**src/hw/rtl/can_bts_pkg.sv**
```systemverilog
// ----------------------------------------------------------------------------
// CAN bit timing search package
// Widths, search limits, the result record and the timing word packing shared
// by the bit timing search modules.
// ----------------------------------------------------------------------------
package can_bts_pkg;

  localparam int CLOCK_W = 27;
  localparam int BAUD_W  = 20;
  localparam int DIV_W   = 4;
  localparam int QM1_W   = 5;
  localparam int SM3_W   = 4;
  localparam int WORD_W  = 15;
  localparam int STEP_W  = 10;
  localparam int PROD_W  = 14;

  localparam logic [DIV_W-1:0]   DIV_LAST    = 4'd15;
  localparam logic [QM1_W-1:0]   QM1_LAST    = 5'd31;
  localparam logic [SM3_W-1:0]   SM3_LAST    = 4'd14;
  localparam logic [1:0]         SJW_MAX     = 2'd3;
  localparam logic [CLOCK_W-1:0] CLOCK_RESET = 27'd48000000;

  typedef struct packed {
    logic              found;
    logic [DIV_W-1:0]  clock_divider;
    logic [WORD_W-1:0] timing_word;
  } can_bts_result_t;

  // Packs quanta minus one and the segment count minus three into the timing word.
  function automatic logic [WORD_W-1:0] timing_pack(logic [QM1_W-1:0] qm1,
                                                    logic [SM3_W-1:0] sm3);
    logic [2:0] t1;
    logic [3:0] t2;
    logic [1:0] sjw;
    t1  = sm3[3:1];
    t2  = sm3 - {1'b0, t1};
    sjw = (t1 > 3'd3) ? SJW_MAX : t1[1:0];
    return {t2[2:0], 1'b0, t1, sjw, 1'b0, qm1};
  endfunction

endpackage

```
**src/hw/rtl/can_bts_div.sv**
```systemverilog
// ----------------------------------------------------------------------------
// CAN bit timing divider
// Restoring divider that forms clocks per bit, one quotient bit per cycle.
// ----------------------------------------------------------------------------
module can_bts_div import can_bts_pkg::*; (
  input  logic               clk,
  input  logic               rst,
  input  logic               start,
  input  logic [CLOCK_W-1:0] dividend,
  input  logic [BAUD_W-1:0]  divisor,
  output logic               done,
  output logic [CLOCK_W-1:0] quotient
);

  localparam logic [4:0] STEP_LAST = 5'(CLOCK_W - 1);

  logic              busy;
  logic [4:0]        count;
  logic [BAUD_W-1:0] divisor_q;
  logic [BAUD_W-1:0] rem;
  logic [BAUD_W+1:0] trial;
  logic              borrow;

  assign trial    = {1'b0, rem, quotient[CLOCK_W-1]} - {2'b00, divisor_q};
  assign borrow   = trial[BAUD_W+1];

  always_ff @(posedge clk) begin
    if (rst) begin
      busy <= 1'b0;
      done <= 1'b0;
    end else begin
      done <= 1'b0;
      if (start) begin
        busy <= 1'b1;
      end else if (busy && count == STEP_LAST) begin
        busy <= 1'b0;
        done <= 1'b1;
      end
    end
  end

  always_ff @(posedge clk) begin
    if (start) begin
      count     <= '0;
      divisor_q <= divisor;
      rem       <= '0;
      quotient  <= dividend;
    end else if (busy) begin
      count    <= count + 5'd1;
      rem      <= borrow ? {rem[BAUD_W-2:0], quotient[CLOCK_W-1]} : trial[BAUD_W-1:0];
      quotient <= {quotient[CLOCK_W-2:0], ~borrow};
    end
  end

endmodule

```
**src/hw/rtl/can_bts_search.sv**
```systemverilog
// ----------------------------------------------------------------------------
// CAN bit timing search sequencer
// Walks divider, quanta and segment counts in order, building each candidate
// product with one shared adder, to the first exact match or last candidate.
// ----------------------------------------------------------------------------
module can_bts_search import can_bts_pkg::*; (
  input  logic               clk,
  input  logic               rst,
  input  logic               start,
  input  logic [CLOCK_W-1:0] cpb,
  output logic               done,
  output can_bts_result_t    result
);

  logic              busy;
  logic              phase_load;
  logic [DIV_W-1:0]  d;
  logic [QM1_W-1:0]  qm1;
  logic [SM3_W-1:0]  sm3;
  logic [STEP_W-1:0] step;
  logic [PROD_W-1:0] prod;
  logic [PROD_W-1:0] add_a;
  logic [PROD_W-1:0] add_b;
  logic [PROD_W-1:0] add_sum;
  logic              match;
  logic              last_s;
  logic              last_q;
  logic              last_d;

  assign match  = (cpb == {{(CLOCK_W-PROD_W){1'b0}}, prod});
  assign last_s = (sm3 == SM3_LAST);
  assign last_q = (qm1 == QM1_LAST);
  assign last_d = (d == DIV_LAST);

  // The one adder: next product, next step, or three times the step.
  always_comb begin
    if (phase_load) begin
      add_a = {{(PROD_W-STEP_W){1'b0}}, step};
      add_b = {{(PROD_W-STEP_W-1){1'b0}}, step, 1'b0};
    end else if (!last_s) begin
      add_a = prod;
      add_b = {{(PROD_W-STEP_W){1'b0}}, step};
    end else if (!last_q) begin
      add_a = {{(PROD_W-STEP_W){1'b0}}, step};
      add_b = {{(PROD_W-DIV_W){1'b0}}, d} + 14'd1;
    end else begin
      add_a = {{(PROD_W-DIV_W){1'b0}}, d};
      add_b = 14'd2;
    end
  end

  assign add_sum = add_a + add_b;

  always_ff @(posedge clk) begin
    if (rst) begin
      busy       <= 1'b0;
      done       <= 1'b0;
      phase_load <= 1'b0;
    end else begin
      done <= 1'b0;
      if (start) begin
        busy       <= 1'b1;
        phase_load <= 1'b0;
      end else if (busy) begin
        if (phase_load) begin
          phase_load <= 1'b0;
        end else if (match || (last_s && last_q && last_d)) begin
          busy <= 1'b0;
          done <= 1'b1;
        end else if (last_s) begin
          phase_load <= 1'b1;
        end
      end
    end
  end

  always_ff @(posedge clk) begin
    if (start) begin
      d    <= '0;
      qm1  <= '0;
      sm3  <= '0;
      step <= 10'd1;
      prod <= 14'd3;
    end else if (busy) begin
      if (phase_load) begin
        prod <= add_sum;
      end else if (match) begin
        result.found         <= 1'b1;
        result.clock_divider <= d;
        result.timing_word   <= timing_pack(qm1, sm3);
      end else if (!last_s) begin
        sm3  <= sm3 + 4'd1;
        prod <= add_sum;
      end else if (!last_q) begin
        qm1  <= qm1 + 5'd1;
        sm3  <= '0;
        step <= add_sum[STEP_W-1:0];
      end else if (!last_d) begin
        d    <= d + 4'd1;
        qm1  <= '0;
        sm3  <= '0;
        step <= add_sum[STEP_W-1:0];
      end else begin
        result <= '0;
      end
    end
  end

endmodule

```
**src/hw/rtl/can_bit_timing_search.sv**
```systemverilog
// ----------------------------------------------------------------------------
// CAN bit timing search
// Finds the first exact divider, quanta and segment combination for a
// requested bit rate and returns the divider and the packed timing word.
// ----------------------------------------------------------------------------
// Channel    Dir   Payload
// s_*        in    tdata[19:0] bit_rate
// m_*        out   tuser found; tdata[3:0] clock_divider, [18:4] timing_word
// APB        in    register 0 at address 0: clock_hz
//
// A nonzero rate is first divided into clocks per bit, then searched on one
// adder (15 segment checks per quanta value and a product load between values).
// A zero rate skips both and goes straight to the wait state; from the wait
// state the result is registered onto the output when the output is free.
// s_tready is high only while the block is idle; a result waiting on m_tready
// holds the next one back. Reset sets clock_hz to 48000000 and empties the block.
// ----------------------------------------------------------------------------
module can_bit_timing_search import can_bts_pkg::*; (
  input  logic        clk,
  input  logic        rst,
  input  logic        s_tvalid,
  output logic        s_tready,
  input  logic [23:0] s_tdata,   // [19:0] bit_rate
  output logic        m_tvalid,
  input  logic        m_tready,
  output logic [23:0] m_tdata,   // [3:0] clock_divider, [18:4] timing_word
  output logic        m_tuser,   // found
  input  logic        psel,
  input  logic        penable,
  input  logic        pwrite,
  input  logic [2:0]  paddr,
  input  logic [31:0] pwdata,
  output logic [31:0] prdata,
  output logic        pready
);

  localparam logic [1:0] ST_IDLE   = 2'd0;
  localparam logic [1:0] ST_DIV    = 2'd1;
  localparam logic [1:0] ST_SEARCH = 2'd2;
  localparam logic [1:0] ST_WAIT   = 2'd3;

  localparam logic REG_CLOCK_HZ = 1'b0;

  logic [1:0]         state;
  logic [CLOCK_W-1:0] clock_hz;
  logic               zero_rate;
  logic               in_beat;
  logic               rate_zero_in;
  logic               div_start;
  logic               div_done;
  logic [CLOCK_W-1:0] cpb;
  logic               search_done;
  can_bts_result_t    search_result;
  can_bts_result_t    out_result;
  logic               out_load;

  assign pready       = 1'b1;
  assign prdata       = (paddr[2] == REG_CLOCK_HZ) ? {5'd0, clock_hz} : 32'd0;
  assign s_tready     = (state == ST_IDLE);
  assign in_beat      = s_tvalid && s_tready;
  assign rate_zero_in = (s_tdata[BAUD_W-1:0] == '0);
  assign div_start    = in_beat && !rate_zero_in;
  assign out_load     = (state == ST_WAIT) && (!m_tvalid || m_tready);

  always_ff @(posedge clk) begin
    if (rst) begin
      clock_hz <= CLOCK_RESET;
    end else if (psel && penable && pwrite && pready && paddr[2] == REG_CLOCK_HZ) begin
      clock_hz <= pwdata[CLOCK_W-1:0];
    end
  end

  can_bts_div u_div (
    .clk      (clk),
    .rst      (rst),
    .start    (div_start),
    .dividend (clock_hz),
    .divisor  (s_tdata[BAUD_W-1:0]),
    .done     (div_done),
    .quotient (cpb)
  );

  can_bts_search u_search (
    .clk    (clk),
    .rst    (rst),
    .start  (div_done),
    .cpb    (cpb),
    .done   (search_done),
    .result (search_result)
  );

  always_ff @(posedge clk) begin
    if (rst) begin
      state    <= ST_IDLE;
      m_tvalid <= 1'b0;
    end else begin
      case (state)
        ST_IDLE: begin
          if (in_beat) begin
            state <= rate_zero_in ? ST_WAIT : ST_DIV;
          end
        end
        ST_DIV: begin
          if (div_done) begin
            state <= ST_SEARCH;
          end
        end
        ST_SEARCH: begin
          if (search_done) begin
            state <= ST_WAIT;
          end
        end
        ST_WAIT: begin
          if (out_load) begin
            state <= ST_IDLE;
          end
        end
        default: begin
          state <= ST_IDLE;
        end
      endcase
      if (out_load) begin
        m_tvalid <= 1'b1;
      end else if (m_tready) begin
        m_tvalid <= 1'b0;
      end
    end
  end

  always_ff @(posedge clk) begin
    if (in_beat) begin
      zero_rate <= rate_zero_in;
    end
    if (out_load) begin
      out_result <= zero_rate ? '0 : search_result;
    end
  end

  assign m_tuser = out_result.found;
  assign m_tdata = {5'd0, out_result.timing_word, out_result.clock_divider};

endmodule

```
**config.mk**
```make
export PLATFORM = sky130hd
export DESIGN_NAME = can_bit_timing_search
export DESIGN_NICKNAME = d
export VERILOG_FILES = /design/src/hw/rtl/can_bts_pkg.sv /design/src/hw/rtl/can_bts_div.sv /design/src/hw/rtl/can_bts_search.sv /design/src/hw/rtl/can_bit_timing_search.sv
export SDC_FILE = /design/constraint.sdc
export NUM_CORES = 1
export LEC_CHECK = 0
export BUFFER_PORTS_ARGS = -buffer_cell sky130_fd_sc_hd__buf_2
export CORE_ASPECT_RATIO = 0.6
export CORE_MARGIN = 2
export CORE_UTILIZATION = 45
export DETAILED_ROUTE_END_ITERATION = 8
export PLACE_DENSITY = 0.74
export RECOVER_POWER = 25
export SYNTH_ARGS = -nofsm -noshare
export SYNTH_HDL_FRONTEND = slang
export SYNTH_HIERARCHICAL = 1
export SYNTH_SLANG_ARGS = --single-unit
```
**constraint.sdc**
```tcl
create_clock -name clk -period 3.8 [get_ports clk]
set_input_delay 0.76 -clock clk [delete_from_list [all_inputs] [get_ports clk]]
set_output_delay 0.76 -clock clk [all_outputs]
set_load 0.05 [all_outputs]
```
=== Word level (Yosys, flattened, before mapping) ===
Cells that the tools add are included.

* Bitwise gates (word level): 7
* $add $sub $neg: 8
* Mux-type cells: 44
* Equal/unequal tests: 16
* Reductions and logical operators: 30
* Magnitude comparators: 1

{| class="wikitable"
|+ Operators by type and width
! operator !! number
|-
| $mux W14 || 8
|-
| $mux W27 || 3
|-
| $mux W20 || 4
|-
| $mux W10 || 3
|-
| $eq A27 B14 Y1 || 1
|-
| $sub A21 B20 Y22 || 1
|-
| $logic_not A20 Y1 || 1
|-
| $mux W19 || 1
|-
| $add A14 B14 Y14 || 1
|-
| $mux W1 || 13
|-
| $mux W2 || 6
|-
| $mux W4 || 3
|-
| $reduce_and A6 Y1 || 2
|-
| $reduce_bool A2 Y1 || 6
|-
| $add A5 B1 Y5 const B || 2
|-
| $eq A5 B5 Y1 const B || 2
|-
| $mux W5 || 2
|-
| $ne A2 B1 Y1 const B || 5
|-
| $logic_and A1 B1 Y1 || 9
|-
| $add A4 B1 Y4 const B || 2
|-
| $eq A4 B4 Y1 const B || 2
|-
| $pmux W2 S4 || 1
|-
| $reduce_and A4 Y1 || 2
|-
| $not A1 Y1 || 7
|-
| 14 further kinds || 19
|}

* Flip-flop bits (word level): 185
* Input bits: 66
* Output and inout port bits: 60

=== Logic depth before layout (Yosys ltp) ===
* Word-level depth: 8
* Depth in mapped cells: 16
* Gate-level depth less buffers: 14

=== Cells and area by module ===
Netlist, hierarchy kept.

{| class="wikitable"
|+ Modules (own cells, without submodules)
! module !! sequential area each (um^2) !! instances !! area an instance (um^2) !! cells each
|-
| can_bts_div || 1951.9 || 1 || 3985.1 || 357
|-
| can_bts_search || 1341.3 || 1 || 3482.1 || 385
|-
| can_bit_timing_search || 1231.2 || 1 || 2347.3 || 240
|}

=== Least setup slack after synthesis ===
OpenSTA, ideal clock, no wires.

* Path type: flip-flop to flip-flop
* Start: register state[0]
* End: register u_div.quotient[0], enable pin
* Setup time: 382 ps
* Setup slack: 279 ps
* Data required time: 3418 ps
* Data arrival time: 3139 ps
* Stages on the path, launching flop included: 7
* Clock period less this slack: 3521 ps
* Cell sequence: dfxtp_1 -> inv_1 -> ha_1 -> and2_1 -> nor2b_1 -> nor2_1 -> inv_1

* Longest elaborated chain between the ends: 4

{| class="wikitable"
|+ Ends and longest elaborated chain
! item !! line !! RTL
|-
| start: declaration || can_bit_timing_search.sv:44 || <nowiki>logic [1:0] state;</nowiki>
|-
| start signal: assignment || can_bit_timing_search.sv:100 || <nowiki>state <= rate_zero_in ? ST_WAIT : ST_DIV;</nowiki>
|-
| $logic_not A2 Y1 || can_bit_timing_search.sv:59 || <nowiki>assign s_tready = (state == ST_IDLE);</nowiki>
|-
| named net s_tready || can_bit_timing_search.sv:22 || <nowiki>output logic s_tready,</nowiki>
|-
| $logic_and A1 B1 Y1 || can_bit_timing_search.sv:60 || <nowiki>assign in_beat = s_tvalid && s_tready;</nowiki>
|-
| named net in_beat || can_bit_timing_search.sv:47 || <nowiki>logic in_beat;</nowiki>
|-
| $logic_and A1 B1 Y1 || can_bit_timing_search.sv:62 || <nowiki>assign div_start = in_beat && !rate_zero_in;</nowiki>
|-
| named net div_start || can_bit_timing_search.sv:49 || <nowiki>logic div_start;</nowiki>
|-
| $reduce_bool A2 Y1 (no line) || n/a ||
|-
| end signal: assignment || can_bts_div.sv:47 || <nowiki>quotient <= dividend;</nowiki>
|-
| end signal: assignment || can_bts_div.sv:51 || <nowiki>quotient <= {quotient[CLOCK_W-2:0], ~borrow};</nowiki>
|-
| end: declaration || can_bts_div.sv:12 || <nowiki>output logic [CLOCK_W-1:0] quotient</nowiki>
|}

The timed path passes the listed nets, and every way through them passes these cells.
A chain may end at the register's enable or synchronous reset.

=== Worst setup path in the final report ===
* Start: register u_search.sm3[1]
* End: register u_search.prod[11]

* Longest elaborated chain between the ends: 7
* Elaborated cells between the ends (all ways): 11
* Classes of those cells: 1 x add/sub; 2 x eq/ne; 7 x mux; 1 x reduce/logical

{| class="wikitable"
|+ Ends and longest elaborated chain
! item !! line !! RTL
|-
| start: declaration || can_bts_search.sv:19 || <nowiki>logic [SM3_W-1:0] sm3;</nowiki>
|-
| start signal: assignment || can_bts_search.sv:92 || <nowiki>sm3 <= sm3 + 4'd1;</nowiki>
|-
| $eq A4 B4 Y1 * || can_bts_search.sv:31 || <nowiki>assign last_s = (sm3 == SM3_LAST);</nowiki>
|-
| $mux W14 || can_bts_search.sv:40 || <nowiki>end else if (!last_s) begin</nowiki>
|-
| $mux W14 || can_bts_search.sv:37 || <nowiki>if (phase_load) begin</nowiki>
|-
| $add A14 B14 Y14 || can_bts_search.sv:52 || <nowiki>assign add_sum = add_a + add_b;</nowiki>
|-
| $mux W14 || can_bts_search.sv:91 || <nowiki>end else if (!last_s) begin</nowiki>
|-
| $mux W14 || can_bts_search.sv:87 || <nowiki>end else if (match) begin</nowiki>
|-
| $mux W14 || can_bts_search.sv:85 || <nowiki>if (phase_load) begin</nowiki>
|-
| end signal: assignment || can_bts_search.sv:86 || <nowiki>prod <= add_sum;</nowiki>
|-
| end signal: assignment || can_bts_search.sv:93 || <nowiki>prod <= add_sum;</nowiki>
|-
| end: declaration || can_bts_search.sv:21 || <nowiki>logic [PROD_W-1:0] prod;</nowiki>
|}

Mark *: on every way between the ends. The rest lies on a longest branch, timed or not. The select of a mux whose other input is x is not followed.

==> qor.txt <==
Area of the core = 0.0212 sq mm
Post-synth cell types = 79
Fin. max-slew vios = 37
Sequential share of the synthesized area = 0.461
Pwr dens = 663 mW/mm^2
Hold_buf cts = 0
Max Clock Skew = 0.00862 ns
Layout cell share with drive strength beyond 1 = 0.155
Slew @ Worst Pin = 1.84 ns
Worst hold path type = reg -> reg
Worst-path clk slew = 0.07 ns
CTS root buf = clkbuf_16
Family with the most delay on the worst path = compound AO/OA/AOI/OAI gates
Htree depth = 4
Die area = 0.0230 sq mm
Routed length per instance = 16.8 microns
Post-CTS Setup Bufs = 0
Clock sink count = 183
Num rows = 41
#FFs+latches synth = 183
Synth-to-Final Area Change = 13.7%
Crit end category = flop
Most common cell in the netlist = nand2_1
EDFF count, synth = 86
Fin crit share = 0.931
Via count = 7523
Pre-antenna DRT Iters = 5
Initial antenna violation count = 0
R2R setup slack = 0.26 ns
Slew HR = -0.229
Chip Width = 195 microns
Yosys top cell by area = edfxtp_1
Critical Path Start Type = flop
CTS max path bufs = 2
Gpl congestion = 0.912
Count of antenna-violating nets left after detailed routing = 0
Asr flop ratio synth = 0
Diodes inserted = 0
IO Count = 126
DR iter-0 viols = 651
Worst skew pair latency = 0.43 ns
Crit path arrival time = 3.88 ns
CTS resizes = 0
CTS tree = yes
RSZ-0062 raised after global routing = false
Critical Path Max Stage Delay = 0.49 ns
Maximum vdd drop = 0.000438 V
Hold Vio Cnt, Final = 0
Crit-path slowest cell = o21ai_1
Largest net degree at the start of global routing = 37
CP max FO = 9
Setup TNS = 0 ns
Detailed placement HPWL = 16500 microns
Synth top cells by count = nand2_1 (102), dfxtp_1 (97), edfxtp_1 (86), nor2_1 (86), nor2b_1 (55)
Hold slack final = 0.472 ns
Max-cap violations = 1
Finish-stage setup viols = 0
Inserted Clock Buffers = 17
Failing checks = capacitance limit, slew limit
Mapped Area = 0.00981 sq mm
CP Data Required Time = 4.14 ns
Fin cells = 1366
First-pass GRT wire length = 37100 microns
Total track usage = 0.201
# placed instances = 1334
Mapped Avg Cell Area = 9.99 sq um
Global route overflow = 0
Area share of the largest cell type after synthesis = 0.263
Initial Util = 0.463
Largest cells by area after synthesis = edfxtp_1 (26%), dfxtp_1 (20%), ha_1 (5.9%), nand2_1 (3.9%), mux2i_1 (3.8%)
Synthesis Warnings = 6
Synth Flop Type = dfxtp_1
WS Path Type = reg -> reg
Fillers = 1938
Layout Nets = 1189
Chip Height = 118 microns
DRC = 0
CP Cell Sequence = ha_1, nand2_1, o21ai_1, nand2_1, o21ai_0, ha_1, a21oi_1, o211ai_2, a41oi_1, o31a_1, or4_1, o311ai_1
Port bufs = 103
Vias in the first global route = 6983
Pwr Total = 7400 uW
Total Wirelength = 22900 microns
Vias per cell = 5.51
Max Freq = 283 MHz
Fin crit period = 3.54 ns
Outcome = finished with violations
Sum of buffers and inverters on the critical path = 0
Mapped Cells = 982
P_leak = 0.00442 uW
## cells in the final DEF (no fill, tap or decap), drive strengths merged, types with 5 or more instances in the layout
| cell type | n |
|---|---|
| nor3 | 11 |
| a21o | 8 |
| edfxtp | 86 |
| and3 | 16 |
| a31oi | 13 |
| mux2 | 27 |
| mux2i | 37 |
| a211oi | 21 |
| xnor2 | 33 |
| nor2b | 57 |
| a21oi | 53 |
| xor2 | 12 |
| nand2b | 7 |
| nand4 | 11 |
| clkbuf | 52 |
| o21ai | 32 |
| a22oi | 6 |
| nand3 | 15 |
| nor2 | 88 |
| dfxtp | 97 |
| buf | 85 |
| o21a | 7 |
| and2 | 7 |
| conb | 13 |
| a22o | 8 |
| nand3b | 11 |
| nor4 | 8 |
| ha | 46 |
| o211ai | 5 |
| inv | 51 |
| nand2 | 102 |
## logic make-up (layout without fill, tap and decap cells)
| family | Yosys count | in the layout | synth area share |
|---|---|---|---|
| adder cells (fa/ha/maj) | 49 | 49 | 0.0648 |
| buffers and inverters | 102 | 197 | 0.0484 |
| multiplexers | 64 | 64 | 0.0687 |
| AO/OA/AOI/OAI | 188 | 188 | 0.134 |
| other | 3 | 13 | 0.00115 |
| XOR/XNOR | 45 | 45 | 0.0402 |
| AND/OR/NAND/NOR | 348 | 348 | 0.182 |
| flip-flops | 183 | 183 | 0.461 |
## stage by stage
step            util  instance area [sq um]  worst slack [ns]
2_1_floorplan      -                   9850             0.279
3_3_place_gp   0.499                  10600             0.444
3_5_place_dp   0.499                  10600             0.405
4_1_cts        0.529                  11200             0.374
5_1_grt        0.527                  11200            0.0316
6_report       0.527                  11200             0.261
## where the power goes
| part | total (uW) | leakage (uW) | switching, uW | internal [uW] |
|---|---|---|---|---|
| Combinational | 2670 | 0.00251 | 1550 | 1120 |
| Sequential | 2800 | 0.00160 | 285 | 2520 |
| Clock | 1930 | 0.000310 | 805 | 1120 |
| Total | 7400 | 0.00442 | 2640 | 4760 |
## flip-flops by register name, summed over array words and instances, names as in the netlist, 2 cells and up
name and cells:
clock_hz 27, state 2, u_div/count 5, u_search/prod 14, u_search/qm1 5, u_div/rem 20, u_search/d 4, u_div/divisor_q 20
u_search/sm3 4, m_tdata 19, u_search/result 18, u_div/quotient 27, u_search/step 10
## worst register-to-register path, cell delays in order, from the launching register on
cell and delay (ns):
dfxtp_1 0.45, ha_1 0.35, nand2_1 0.24, o21ai_1 0.49
nand2_1 0.10, o21ai_0 0.17, ha_1 0.20, a21oi_1 0.10
o211ai_2 0.31, a41oi_1 0.16, o31a_1 0.36, or4_1 0.42
o311ai_1 0.10
## worst paths after layout
kind / start / endpoint / depth (start not counted)
setup / recovery: u_search/sm3[1]$_SDFFE_PP0P_ / u_search/prod[11]$_SDFFE_PP0P_ / 12
hold / removal: clock_hz[24]$_SDFFE_PP0P_ / clock_hz[24]$_SDFFE_PP0P_ / 2
setup reg to reg: u_search/sm3[1]$_SDFFE_PP0P_ / u_search/prod[11]$_SDFFE_PP0P_ / 12
hold reg to reg: clock_hz[24]$_SDFFE_PP0P_ / clock_hz[24]$_SDFFE_PP0P_ / 2
## metal layers
metal	vias to the layer above	track usage	routed length, microns
li1	3657	-	-
met1	3542	0.313	11700
met2	304	0.274	9230
met3	20	0.0508	1760
met4	0	0.0433	186
met5	-	0	0
## final cells by class
cell class                 instances  area, sq um  share of cell area
clock inverter                    15          215              0.0193
clock buffer                      17          425              0.0381
sequential                       183         4520               0.405
timing repair buffer             120          612              0.0548
multi-input combinational        707         4860               0.436
inverter                          45          169              0.0151
tap                              279          349              0.0313
(Power assumes the default switching activity.)
